`src/rtl/core/kps_pkg.sv`:
```
// Shared types and constants for the matrix keypad scanner.
// Used by the configuration, scan core and top-level modules; depends on nothing.
package kps_pkg;

  localparam int LEVEL_WIDTH    = 4;
  localparam int CODE_WIDTH     = 8;
  localparam int COUNT_WIDTH    = 16;
  localparam int MAP_WIDTH      = 64;
  localparam int KEY_CELLS      = 16;
  localparam int CFG_IDX_WIDTH  = 2;

  localparam logic [COUNT_WIDTH-1:0] DEBOUNCE_RESET = 16'd100;

  typedef enum logic [CFG_IDX_WIDTH-1:0] {
    CFG_DEBOUNCE_TICKS = 2'd0,
    CFG_MAP_UPPER      = 2'd1,
    CFG_MAP_LOWER      = 2'd2
  } cfg_index_t;

  typedef enum logic [1:0] {
    PH_SCAN     = 2'd0,
    PH_DEBOUNCE = 2'd1,
    PH_RELEASE  = 2'd2,
    PH_RESTART  = 2'd3
  } phase_t;

  typedef struct packed {
    logic [COUNT_WIDTH-1:0] debounce_ticks;
    logic [MAP_WIDTH-1:0]   map_lower;
    logic [MAP_WIDTH-1:0]   map_upper;
  } key_cfg_t;

  typedef struct packed {
    logic [LEVEL_WIDTH-1:0] row_drive;
    logic                   key_valid;
    logic [CODE_WIDTH-1:0]  key_code;
    logic                   pass_empty;
  } scan_result_t;

endpackage

```
`src/rtl/core/kps_cfg.sv`:
```
// Configuration register file of the keypad scanner.
// Depends on kps_pkg.
module kps_cfg (
  input  logic                              clk,
  input  logic                              rst,
  input  logic                              wr_en,
  input  logic [kps_pkg::CFG_IDX_WIDTH-1:0] wr_index,
  input  logic [kps_pkg::MAP_WIDTH-1:0]     wr_data,
  output kps_pkg::key_cfg_t                 cfg
);
  import kps_pkg::*;

  always_ff @(posedge clk) begin
    if (rst) begin
      cfg.debounce_ticks <= DEBOUNCE_RESET;
      cfg.map_upper      <= '0;
      cfg.map_lower      <= '0;
    end else if (wr_en) begin
      case (wr_index)
        CFG_DEBOUNCE_TICKS: cfg.debounce_ticks <= wr_data[COUNT_WIDTH-1:0];
        CFG_MAP_UPPER:      cfg.map_upper      <= wr_data;
        CFG_MAP_LOWER:      cfg.map_lower      <= wr_data;
        default: ;
      endcase
    end
  end

endmodule

```
`src/rtl/core/kps_core.sv`:
```
// Scan state machine and result logic of the keypad scanner.
// Depends on kps_pkg; fed by kps_cfg and the input stage of the top level.
module kps_core #(
  parameter int ROW_COUNT    = 4,
  parameter int COLUMN_COUNT = 4
) (
  input  logic                            clk,
  input  logic                            rst,
  input  logic                            step,
  input  logic [kps_pkg::LEVEL_WIDTH-1:0] levels,
  input  kps_pkg::key_cfg_t               cfg,
  output kps_pkg::scan_result_t           result
);
  import kps_pkg::*;

  localparam int RW    = $clog2(ROW_COUNT);
  localparam int CW    = $clog2(COLUMN_COUNT);
  localparam int CELLW = RW + CW + 2;

  phase_t                 phase, phase_next;
  logic [RW-1:0]          row_index, row_index_next;
  logic [CW-1:0]          column_index, column_index_next;
  logic [COUNT_WIDTH-1:0] debounce_count, debounce_count_next;
  logic                   pass_found_key, pass_found_key_next;

  logic [COLUMN_COUNT-1:0] pressed;
  logic [CW:0]             search_from;
  logic                    hit;
  logic [CW-1:0]           hit_col;
  logic                    cur_pressed;
  logic                    row_last;
  logic                    do_search;
  logic                    release_seen;
  logic [CELLW-1:0]        key_slot;
  logic [CODE_WIDTH-1:0]   map_bytes [KEY_CELLS];

  always_comb begin
    for (int c = 0; c < COLUMN_COUNT; c++) begin
      pressed[c] = (c < LEVEL_WIDTH) ? !levels[c % LEVEL_WIDTH] : 1'b0;
    end
  end

  assign search_from = (phase == PH_DEBOUNCE) ? ({1'b0, column_index} + (CW + 1)'(1))
                                              : '0;

  always_comb begin
    hit     = 1'b0;
    hit_col = '0;
    for (int c = 0; c < COLUMN_COUNT; c++) begin
      if (!hit && pressed[c] && ((CW + 1)'(c) >= search_from)) begin
        hit     = 1'b1;
        hit_col = CW'(c);
      end
    end
  end

  assign cur_pressed  = pressed[column_index];
  assign row_last     = (row_index == RW'(ROW_COUNT - 1));
  assign do_search    = (phase == PH_SCAN) ||
                        ((phase == PH_DEBOUNCE) && (debounce_count == '0) && !cur_pressed);
  assign release_seen = (phase == PH_RELEASE) && !cur_pressed;

  always_comb begin
    phase_next          = phase;
    row_index_next      = row_index;
    column_index_next   = column_index;
    debounce_count_next = debounce_count;
    pass_found_key_next = pass_found_key;
    unique case (phase)
      PH_SCAN: ;
      PH_DEBOUNCE: begin
        if (debounce_count != '0) begin
          debounce_count_next = debounce_count - COUNT_WIDTH'(1);
        end else if (cur_pressed) begin
          phase_next          = PH_RELEASE;
          pass_found_key_next = 1'b1;
        end
      end
      PH_RELEASE: begin
        if (!cur_pressed) begin
          phase_next          = PH_RESTART;
          row_index_next      = '0;
          column_index_next   = '0;
          pass_found_key_next = 1'b0;
        end
      end
      PH_RESTART: begin
        phase_next          = PH_SCAN;
        row_index_next      = '0;
        column_index_next   = '0;
        pass_found_key_next = 1'b0;
      end
    endcase
    if (do_search) begin
      if (hit) begin
        phase_next          = PH_DEBOUNCE;
        column_index_next   = hit_col;
        debounce_count_next = cfg.debounce_ticks;
      end else begin
        phase_next        = PH_SCAN;
        column_index_next = '0;
        if (row_last) begin
          row_index_next      = '0;
          pass_found_key_next = 1'b0;
        end else begin
          row_index_next = row_index + RW'(1);
        end
      end
    end
  end

  always_comb begin
    for (int k = 0; k < KEY_CELLS; k++) begin
      map_bytes[k] = (k < 8) ? cfg.map_upper[(k % 8) * CODE_WIDTH +: CODE_WIDTH]
                             : cfg.map_lower[(k % 8) * CODE_WIDTH +: CODE_WIDTH];
    end
  end

  assign key_slot = CELLW'(row_index) * CELLW'(COLUMN_COUNT) + CELLW'(column_index);

  always_comb begin
    result.key_valid  = release_seen;
    result.key_code   = '0;
    result.pass_empty = do_search && !hit && row_last && !pass_found_key;
    if (release_seen && (key_slot < CELLW'(KEY_CELLS))) begin
      result.key_code = map_bytes[key_slot[3:0]];
    end
    for (int b = 0; b < LEVEL_WIDTH; b++) begin
      result.row_drive[b] = release_seen ||
                            !((b < ROW_COUNT) && (row_index_next == RW'(b)));
    end
  end

  always_ff @(posedge clk) begin
    if (rst) begin
      phase          <= PH_SCAN;
      row_index      <= '0;
      column_index   <= '0;
      debounce_count <= '0;
      pass_found_key <= 1'b0;
    end else if (step) begin
      phase          <= phase_next;
      row_index      <= row_index_next;
      column_index   <= column_index_next;
      debounce_count <= debounce_count_next;
      pass_found_key <= pass_found_key_next;
    end
  end

endmodule

```
`src/rtl/core/matrix_keypad_scanner.sv`:
```
// Top level of the debounced matrix keypad scanner.
// Instantiates kps_cfg and kps_core; depends on kps_pkg.
//
//   channel   direction  width  holds
//   s_axis    in         8      one tick of column samples
//   m_axis    out        16+1   row drive, key code, empty-pass flag; key_valid in tuser
//   cfg       in         2+64   register index and write data
//
// One item is taken every cycle while the output is not stalled; each accepted item
// passes from the input register through the scan logic into the result register.
// Reset restores the register defaults and starts a pass at row 0.
// A stalled result holds in the result register while the input register still fills.
module matrix_keypad_scanner #(
  parameter int ROW_COUNT    = 4,
  parameter int COLUMN_COUNT = 4
) (
  input  logic        clk,
  input  logic        rst,
  input  logic        s_tvalid,
  output logic        s_tready,
  input  logic [7:0]  s_tdata,   // [3:0] column_levels, [7:4] zero
  output logic        m_tvalid,
  input  logic        m_tready,
  output logic [15:0] m_tdata,   // [3:0] row_drive, [11:4] key_code, [12] pass_empty, [15:13] zero
  output logic        m_tuser,   // [0] key_valid
  input  logic        cfg_valid,
  output logic        cfg_ready,
  input  logic [1:0]  cfg_index,
  input  logic [63:0] cfg_data
);
  import kps_pkg::*;

  key_cfg_t               cfg;
  scan_result_t           result;
  logic                   in_valid;
  logic [LEVEL_WIDTH-1:0] in_levels;
  logic                   fire;

  assign cfg_ready = 1'b1;
  assign fire      = in_valid && (!m_tvalid || m_tready);
  assign s_tready  = !in_valid || fire;

  kps_cfg u_cfg (
    .clk      (clk),
    .rst      (rst),
    .wr_en    (cfg_valid && cfg_ready),
    .wr_index (cfg_index),
    .wr_data  (cfg_data),
    .cfg      (cfg)
  );

  kps_core #(
    .ROW_COUNT    (ROW_COUNT),
    .COLUMN_COUNT (COLUMN_COUNT)
  ) u_core (
    .clk    (clk),
    .rst    (rst),
    .step   (fire),
    .levels (in_levels),
    .cfg    (cfg),
    .result (result)
  );

  always_ff @(posedge clk) begin
    if (rst) begin
      in_valid <= 1'b0;
    end else if (s_tvalid && s_tready) begin
      in_valid <= 1'b1;
    end else if (fire) begin
      in_valid <= 1'b0;
    end
  end

  always_ff @(posedge clk) begin
    if (s_tvalid && s_tready) begin
      in_levels <= s_tdata[LEVEL_WIDTH-1:0];
    end
  end

  always_ff @(posedge clk) begin
    if (rst) begin
      m_tvalid <= 1'b0;
    end else if (fire) begin
      m_tvalid <= 1'b1;
    end else if (m_tready) begin
      m_tvalid <= 1'b0;
    end
  end

  always_ff @(posedge clk) begin
    if (fire) begin
      m_tdata <= {3'b000, result.pass_empty, result.key_code, result.row_drive};
      m_tuser <= result.key_valid;
    end
  end

endmodule

```
`config.mk`:
```
export PLATFORM = sky130hd
export DESIGN_NAME = matrix_keypad_scanner
export DESIGN_NICKNAME = d
export VERILOG_FILES = /design/src/rtl/core/kps_pkg.sv /design/src/rtl/core/kps_cfg.sv /design/src/rtl/core/kps_core.sv /design/src/rtl/core/matrix_keypad_scanner.sv
export SDC_FILE = /design/constraint.sdc
export NUM_CORES = 1
export LEC_CHECK = 0
export ABC_AREA = 1
export BUFFER_PORTS_ARGS = -buffer_cell sky130_fd_sc_hd__buf_2
export CORE_MARGIN = 2
export CORE_UTILIZATION = 50
export CTS_CLUSTER_DIAMETER = 40
export DETAILED_ROUTE_END_ITERATION = 10
export PLACE_DENSITY = 0.74
export SKIP_CTS_REPAIR_TIMING = 1
export SYNTH_ARGS = -nofsm -noshare
export SYNTH_HDL_FRONTEND = slang
export SYNTH_SLANG_ARGS = --single-unit
```
`constraint.sdc`:
```
create_clock -name clk -period 4.6 [get_ports clk]
set_input_delay 0.69 -clock clk [delete_from_list [all_inputs] [get_ports clk]]
set_output_delay 0.69 -clock clk [all_outputs]
set_load 0.05 [all_outputs]
```
# Yosys cells after proc, flatten, opt, wreduce, memory -nomap -nowiden
# Index checks and enable logic that the tools add are counted.
# op_classes
add_sub_neg	4
order_cmp	7
n_eq_ne	12
muxes	43
n_bitwise	1
reduce_logical	53
# ops
operator	n
two-way mux 16 bit	4
binary-select mux 8 bit (select 4 bit)	1
two-way mux 2 bit	13
two-way mux 1 bit	17
logical AND 1 bit	16
logical NOT 1 bit	16
logical NOT 16 bit	1
two-way mux 8 bit	2
nonzero test 16 bit	1
subtractor 16 x 1 -> 16 bit (second input constant)	1
== test 2 bit (second input constant)	6
case mux 2 bit (2 select lines)	2
logical OR 1 bit	7
== test 2 x 1 -> 1 bit (second input constant)	3
>= comparator 1 x 3 -> 1 bit (first input constant)	2
>= comparator 2 x 3 -> 1 bit (first input constant)	2
logical NOT 2 bit	3
less-than comparator 6 x 5 -> 1 bit (second input constant)	1
case mux 2 bit (3 select lines)	1
AND reduction 2 bit	3
adder 4 x 2 -> 5 bit	1
>= comparator 5 bit (second input constant)	1
inverter 4 -> 5 bit	1
AND reduction 5 bit	1
13 further kinds	14
# word_totals
ff_bits	187

# Logic depth before layout (Yosys ltp)
# Gate-level depths: netlist (run 1).
# depth
word_depth	22
depth_mapped	14
depth_no_buf	13

# Modules after synthesis
# From an unflattened synthesis (run 1), not the netlist that was laid out.
# unflattened
hier_cells	1555
area_unflattened_um2	9855.7
# modules_own_cells
mod	instances	cells_per_inst	area_per_inst_um2	seq_area_each_um2
kps_cfg	1	914	5901.9	2882.8
kps_core	1	605	3284.4	460.4
matrix_keypad_scanner	1	36	669.4	580.6

# Worst setup path before layout (run 1)
# No wires, ideal clock.
# synth_timing
path_kind	register to output
startpoint	register m_tvalid
endpoint	output port s_tready
arrival_ps	1187
required_ps	3910
path_slack_ps	2723
path_stages_with_launch	2
cell_sequence	dfxtp_1 -> nand3_1
# synth_between
elab_chain_cells	4
# synth_lines
element	line	source
from (decl)	matrix_keypad_scanner.sv:22	output logic m_tvalid,
from (signal assigned)	matrix_keypad_scanner.sv:82	m_tvalid <= 1'b0;
from (signal assigned)	matrix_keypad_scanner.sv:84	m_tvalid <= 1'b1;
from (signal assigned)	matrix_keypad_scanner.sv:86	m_tvalid <= 1'b0;
logical NOT 1 bit	matrix_keypad_scanner.sv:40	assign fire = in_valid && (!m_tvalid || m_tready);
logical OR 1 bit	matrix_keypad_scanner.sv:40	
logical AND 1 bit	matrix_keypad_scanner.sv:40	
logical OR 1 bit	matrix_keypad_scanner.sv:41	assign s_tready = !in_valid || fire;
to (decl)	matrix_keypad_scanner.sv:20	output logic s_tready,
# Every way passes these cells.

# Worst setup path after layout (run 1)
# layout_timing
startpoint	register u_core.column_index[1]
endpoint	register m_tdata[5], data pin
# layout_between
elab_chain_cells	5
# layout_lines
element	line	source
from (decl)	kps_core.sv:22	logic [CW-1:0] column_index, column_index_next;
from (signal assigned)	kps_core.sv:144	column_index <= column_index_next;
adder 4 x 2 -> 5 bit or binary-select mux 1 bit (select 2 bit) (tied branches)	kps_core.sv:119, kps_core.sv:57	
inverter 4 -> 5 bit (not written as such) or two-way mux 1 bit (tied branches)	kps_core.sv:126, kps_core.sv:57	
binary-select mux 8 bit (select 4 bit) or logical NOT 1 bit (tied branches)	kps_core.sv:126, kps_core.sv:61	
two-way mux 8 bit (not written as such) or logical AND 1 bit (tied branches)	kps_core.sv:126, kps_core.sv:61	
two-way mux 8 bit (not written as such) or logical AND 1 bit (tied branches)	kps_core.sv:126, kps_core.sv:125	
to (signal assigned)	matrix_keypad_scanner.sv:92	m_tdata <= {3'b000, result.pass_empty, result.key_code, result.row_drive};
to (decl)	matrix_keypad_scanner.sv:24	output logic [15:0] m_tdata,
# Parallel ways exist; a longest one is shown, timed or not. The select of a mux whose other input is x is not followed.
# A chain may end at the register's enable or synchronous reset.

==> results of run 1 <==
layout make-up:
class | instances | area (um2)
clock buffers | 19 | 433
well taps | 225 | 282
flip-flops and latches | 187 | 3930
repair buffers | 99 | 531
multi-input cells | 831 | 3950
inverters | 124 | 468
fillers | 1639 | 7340
clock inverters | 13 | 190
sequential cells by signal, indices dropped and copies added (netlist names):
signal	cells
in_valid	1
in_levels	4
m_tdata	13
u_core.row_index	2
m_tvalid	1
m_tuser	1
u_core.debounce_count	16
u_core.column_index	2
u_cfg.cfg	144
u_core.phase	2
u_core.pass_found_key	1
through the flow:
| step | util [%] | power [W] | hold slack, ns |
|---|---|---|---|
| finish | 57.1 | 0.00392 | 0.426 |
| global route | 57.1 | 0.00408 | 0.412 |
| CTS | 57.1 | 0.00393 | 0.415 |
| detailed placement | 53.5 | 0.00238 | 0.432 |
| global placement | 53.5 | 0.00238 | 0.426 |
| floorplan | - | 0.00223 | 0.420 |
worst max path at each step:
stage / endpoint / cells past startpoint / slack, ns / start
after floorplan: s_tready / 1 / 2.72 / m_tvalid$_SDFFE_PP0P_
after global placement: u_cfg.cfg[141]$_SDFFE_PP0P_ / 7 / 1.85 / cfg_index[0]
after detailed placement: u_cfg.cfg[47]$_SDFFE_PP0P_ / 8 / 1.84 / cfg_valid
after CTS: m_tdata[5]$_SDFFCE_PN0P_ / 7 / 1.84 / u_core.column_index[1]$_SDFFE_PP0P_
after global routing: m_tdata[0]$_DFFE_PP_ / 12 / 1.55 / u_core.column_index[1]$_SDFFE_PP0P_
final: m_tdata[5]$_SDFFCE_PN0P_ / 7 / 1.72 / u_core.column_index[1]$_SDFFE_PP0P_
where the power goes:
group | switching (W) | internal (W) | leakage, nW
Clock | 0.000645 | 0.000916 | 0.296
Combinational | 0.000393 | 0.000181 | 2.21
Sequential | 0.0000537 | 0.00173 | 1.55
layout by cell type, fill, tap and decap left out, drive strengths merged:
cell | netlist | routed
bufinv | 0 | 4
nor2 | 201 | 201
nand4 | 6 | 6
buf | 23 | 99
clkinv | 4 | 7
a311oi | 8 | 8
nand2 | 137 | 137
conb | 2 | 4
nor3 | 3 | 3
clkbuf | 63 | 19
ha | 3 | 3
o22ai | 12 | 12
xor2 | 4 | 4
a21oi | 140 | 140
nand3b | 16 | 16
inv | 120 | 123
edfxtp | 18 | 18
dfxtp | 169 | 169
nand3 | 69 | 69
clkinvlp | 0 | 3
o21bai | 1 | 1
a31oi | 2 | 2
o21ai | 225 | 225
worst max-delay path, cell delays in order, from the launching register on:
cell and delay, ns:
dfxtp_1 0.30, buf_4 0.27, inv_1 0.70, buf_4 0.32, o21ai_0 0.10, o22ai_1 0.31, nand2_1 0.10, a311oi_1 0.51
layer usage:
metal,routed length [um],vias to the layer above
met4,437,0
met2,10300,240
met1,10800,3686
li1,-,4116
met5,0,-
met3,1360,32
cell families (layout without fill, tap and decap cells):
logic type,count (synthesis),after routing,synth area share [%]
simple gates,432,432,21.2
compound gates,388,388,23.0
buf+inv,210,255,9.68
flops,187,187,45.2
xor+xnor,4,4,0.403
fa+ha+maj,3,3,0.432
other cells,2,4,0.0865
==> run summary, run 1 <==
Status: complete, no violations
# IOs: 99
Critical Path RT: 4.77 ns
CTS tree: built
Fin crit share: 62.5%
M2 GR Usage: 38.1%
MaxCap Viol Count: 0
Yosys cell types: 33
Worst Hold Endpoint: in_levels[0]$_DFFE_PP_
Hold depth: 1
Crit Reg-Reg Endpoint: m_tdata[5]$_SDFFCE_PN0P_
Longest Clk Path Bufs: 2
Reg clk slew, reported paths: 0.07 ns
Static Leakage: 4.06 nW
Area post-placement: 9150 um2
Worst r2r path cells: 7
IR drop worst, VDD: 0.301 mV
Die Y: 136 um
# port buffers: 90
EDFF count, synth: 18
Via count: 8,074
CP Launch Type: flip-flop
Placed Cells: 1,466
Clk root buf: clkbuf_16
Busiest metal layer after global routing: met2
Syn Std Cell Area: 8680 um2
Num rows: 48
Sequential fraction of the synthesis area: 45.2%
Setup Skew: 0.00560 ns
Kind of critical path: flip-flop to flip-flop
Setup ws final: 1.72 ns
Syn Area/Cell: 7.08 um2
Yosys Warn Count: 0
Async SR Flop Fraction: 0%
Largest net degree at the start of global routing: 89
Met3 usage: 4.12%
RePlAce Congestion: 0.854
Initial core utilization: 50.7%
Largest cells by area after synthesis: dfxtp_1 (39%), o21ai_0 (13%), nor2_1 (8.5%), a21oi_1 (8.1%), edfxtp_1 (6.2%)
Fin area: 9770 um2
Critical Path Fanout Max: 40
H-tree depth: 4
Final global-route overflow total: 0
Die Wd: 136 um
Worst rel slew slack: 36.8%
RSZ-0062 raised after global routing: no
Ant diodes: 0
CP endpoint kind: flip-flop
Met1 Track Usage GR: 37.2%
CP arrival: 3.05 ns
Top post-synthesis cells by count: o21ai_0 (219), nor2_1 (196), dfxtp_1 (169)
Core Area: 17,100 um2
Number of buffers created by CTS: 17
First-pass DRT Iterations: 5
Synth Instances: 1,226
Yosys top cell by area: dfxtp_1
Final hold vios: 0
Top FF cell, synth: dfxtp_1
Later-pin clock latency in the skew report: 0.43 ns
Routed wire length: 23,000 um
Synth top area share: 39.0%
Avg WL per Cell: 15.3 um
#FFs+latches synth: 187
Max Slew Vio Count: 0
Min Tclk post-route: 2.88 ns
Hold_sp: s_tdata[0]
Fin cells: 1,498
Max Clock Freq: 348 MHz
Power Density: 401 nW/um2
Area Growth Syn to Fin: 12.6%
Worst slew pin tran: 0.947 ns
Drt via density: 5.39
Die area: 18,400 um2
Setup WS pre-CTS: 1.84 ns
Antenna violations before repair: 0
Final setup viols: 0
Nets: 1,342
FF-to-FF Start: u_core.column_index[1]$_SDFFE_PP0P_
Worst hold path type: input pin to flip-flop
Final ANT Viol Nets: 0
DRC Markers: 0
DP Wirelength: 14,900 um
Total global routing track utilization: 25.3%
Vias in the first global route: 7,019
Count leader, synth: o21ai_0
Share of cells above drive strength 1: 12.1%
Clock tree sinks: 187
Reg2Reg Setup Slack: 1.72 ns
First-pass GRT wire length: 36,500 um
DR iter-0 viols: 764
Setup TNS Final: 0 ns
Note: power is estimated with default switching activity, not from simulation.
==> inputs of run 2 (changes only) <==
--- a/config.mk
+++ b/config.mk
@@ -5,7 +5,7 @@
 export SDC_FILE = /design/constraint.sdc
 export NUM_CORES = 1
 export LEC_CHECK = 0
-export ABC_AREA = 1
+export ABC_AREA = 0
 export BUFFER_PORTS_ARGS = -buffer_cell sky130_fd_sc_hd__buf_2
 export CORE_MARGIN = 2
 export CORE_UTILIZATION = 50
==> constraint.sdc (replaced) <==
create_clock -name clk -period 3 [get_ports clk]
set_input_delay 0.45 -clock clk [delete_from_list [all_inputs] [get_ports clk]]
set_output_delay 0.45 -clock clk [all_outputs]
set_load 0.05 [all_outputs]
==> run 2 against run 1 <==
  * Synthesized area shrank 4.5%
  * Power increased by 47%
  * Non-clock buffer count increased by 5
  * Flip-flop and latch count did not move
  * Highest routed layer unchanged
  * Clock skew grew 0.0024 ns
  * First-iteration DRC count increased by 2.4%
  * Combinational power rose by 5.7%
  * Wire length down 10%
  * Worst setup slack lost 1.3 ns
  * Count of clock-buffer cells in the layout rose by 4
==> run summary, run 2 <==
Area Growth Syn to Fin: 14.6%
CP arrival: 2.88 ns
Final setup viols: 0
DRC Markers: 0
Synth Instances: 948
Worst hold path type: input pin to flip-flop
Async SR Flop Fraction: 0%
Later-pin clock latency in the skew report: 0.44 ns
Final ANT Viol Nets: 0
Top post-synthesis cells by count: nand2_1 (310), dfxtp_1 (169), a21oi_1 (166)
Number of buffers created by CTS: 17
Syn Std Cell Area: 8290 um2
Largest cells by area after synthesis: dfxtp_1 (41%), nand2_1 (14%), mux4_2 (11%), a21oi_1 (10%), edfxtp_1 (6.5%)
Largest net degree at the start of global routing: 129
Min Tclk post-route: 2.58 ns
Synth top area share: 40.8%
Kind of critical path: flip-flop to flip-flop
MaxCap Viol Count: 0
DR iter-0 viols: 782
Max Slew Vio Count: 0
Area post-placement: 8850 um2
Num rows: 47
Die Wd: 133 um
Total global routing track utilization: 24.1%
#FFs+latches synth: 187
Status: complete, no violations
Multi-input logic area: 4030 um2
Regs by FF count: u_cfg.cfg: 144 flops, u_core.debounce_count: 16 flops, m_tdata: 13 flops
Top delay family on crit path: simple AND/OR/NAND/NOR gates
Final hold vios: 0
First-pass DRT Iterations: 6
H-tree depth: 4
Max reg flops: 144
Drt via density: 5.68
EDFF count, synth: 18
Die area: 17,600 um2
Clock tree sinks: 187
Yosys top cell by area: dfxtp_1
Most frequent cells in the layout: nand2_1 (310), dfxtp_1 (168), a21oi_1 (166), buf_2 (89), mux4_2 (41)
DP Wirelength: 13,400 um
Critical Path Fanout Max: 12
Critical path cell sequence: ha_1 > and4bb_2 > a221oi_1 > a21o_2 > nand3_1 > nor4_1 > a211oi_1
# IOs: 99
Commonest non-fill, non-tap cell in the layout: nand2_1
Nets: 1,077
CP endpoint kind: flip-flop
Worst rel slew slack: 39.7%
Critical Path RT: 3.30 ns
Fin crit share: 85.9%
Reg2Reg Setup Slack: 0.42 ns
Count leader, synth: nand2_1
Antenna violations before repair: 0
Ant diodes: 0
Avg WL per Cell: 16.8 um
Worst Path Buf+Inv: 0
Core Area: 16,400 um2
Initial core utilization: 50.5%
Fin area: 9500 um2
Yosys cell types: 60
Max stage delay on crit path: 0.44 ns
Die Y: 133 um
CP Launch Type: flip-flop
First-pass GRT wire length: 33,500 um
IR drop worst, VDD: 0.527 mV
Via count: 6,975
Final global-route overflow total: 0
Sequential fraction of the synthesis area: 47.3%
Reg clk slew, reported paths: 0.07 ns
Yosys Warn Count: 0
Max Clock Freq: 388 MHz
Power Density: 604 nW/um2
Longest Clk Path Bufs: 2
Vias in the first global route: 6,612
Slowest stage cell, crit path: dfxtp_2
Top FF cell, synth: dfxtp_1
Share of cells above drive strength 1: 18.9%
Biggest register: u_cfg.cfg
Fillers: 1,446
Setup Skew: 0.00799 ns
# port buffers: 90
Routed wire length: 20,600 um
CTS tree: built
Clk root buf: clkbuf_16
Syn Area/Cell: 8.75 um2
RePlAce Congestion: 0.885
Sequential Area: 3930 um2
Worst slew pin tran: 0.900 ns
Setup TNS Final: 0 ns
Static Leakage: 3.37 nW
RSZ-0062 raised after global routing: no
-- run 2: cell count changes after synthesis, sizes merged, moves of 8 or more --
cell / change
a21oi: +26
a31oi: +14
and3: +12
inv: -114
mux4: +41
nand2: +173
nand3: -53
nand3b: -9
nor2: -185
nor4: +8
o21ai: -217
o22ai: -11
-- run 2: area by class of cell --
class | count | area share, %
multi-input cells | 678 | 42.4
flip-flops and latches | 187 | 41.3
repair buffers | 104 | 6.27
clock buffers | 23 | 5.15
well taps | 220 | 2.90
clock inverters | 9 | 1.66
inverters | 7 | 0.277
-- run 2: routing by layer --
metal  vias up  share of wire (%)  global-route usage (%)
met2       217                 48                    38.8
li1       3392                  -                       -
met1      3322                 44                    31.5
met5         -                  0                       0
met3        44                5.0                    4.52
met4         0                3.6                    11.3
-- run 2: per-stage QoR --
| stage | power [W] | hold WS [ns] | util, % | cells | setup WS, ns |
|---|---|---|---|---|---|
| finish | 0.00574 | 0.180 | 57.9 | 1228 | 0.422 |
| global route | 0.00593 | 0.174 | 57.9 | 1228 | 0.146 |
| floorplan | 0.00314 | 0.433 | - | 950 | 0.708 |
| CTS | 0.00576 | 0.170 | 57.9 | 1228 | 0.427 |
| detailed placement | 0.00333 | 0.443 | 54.0 | 1196 | 0.440 |
| global placement | 0.00332 | 0.439 | 54.0 | 1196 | 0.502 |
-- run 2: where the power goes --
part / internal [W] / switching [W]
Clock: 0.00149 / 0.000969
Combinational: 0.000224 / 0.000384
Sequential: 0.00261 / 0.0000614
-- run 2: path summary, 6_finish.rpt --
| path | startpoint | cells after the start | endpoint |
|---|---|---|---|
| worst max register to register | u_core.column_index[0]$_SDFFE_PP0P_ | 7 | u_core.debounce_count[5]$_SDFFE_PP0P_ |
| worst min-delay path | s_tdata[2] | 1 | in_levels[2]$_DFFE_PP_ |
| worst min register to register | u_cfg.cfg[93]$_SDFFE_PP0P_ | 2 | u_cfg.cfg[93]$_SDFFE_PP0P_ |
| worst max-delay path | u_core.column_index[0]$_SDFFE_PP0P_ | 7 | u_core.debounce_count[5]$_SDFFE_PP0P_ |
-- run 2: logic make-up after synthesis --
family / share of synthesized area (%)
simple gates: 21.8
other cells: 0.0906
buf+inv: 4.23
flops: 47.3
compound gates: 14.7
mux: 11.4
fa+ha+maj: 0.453
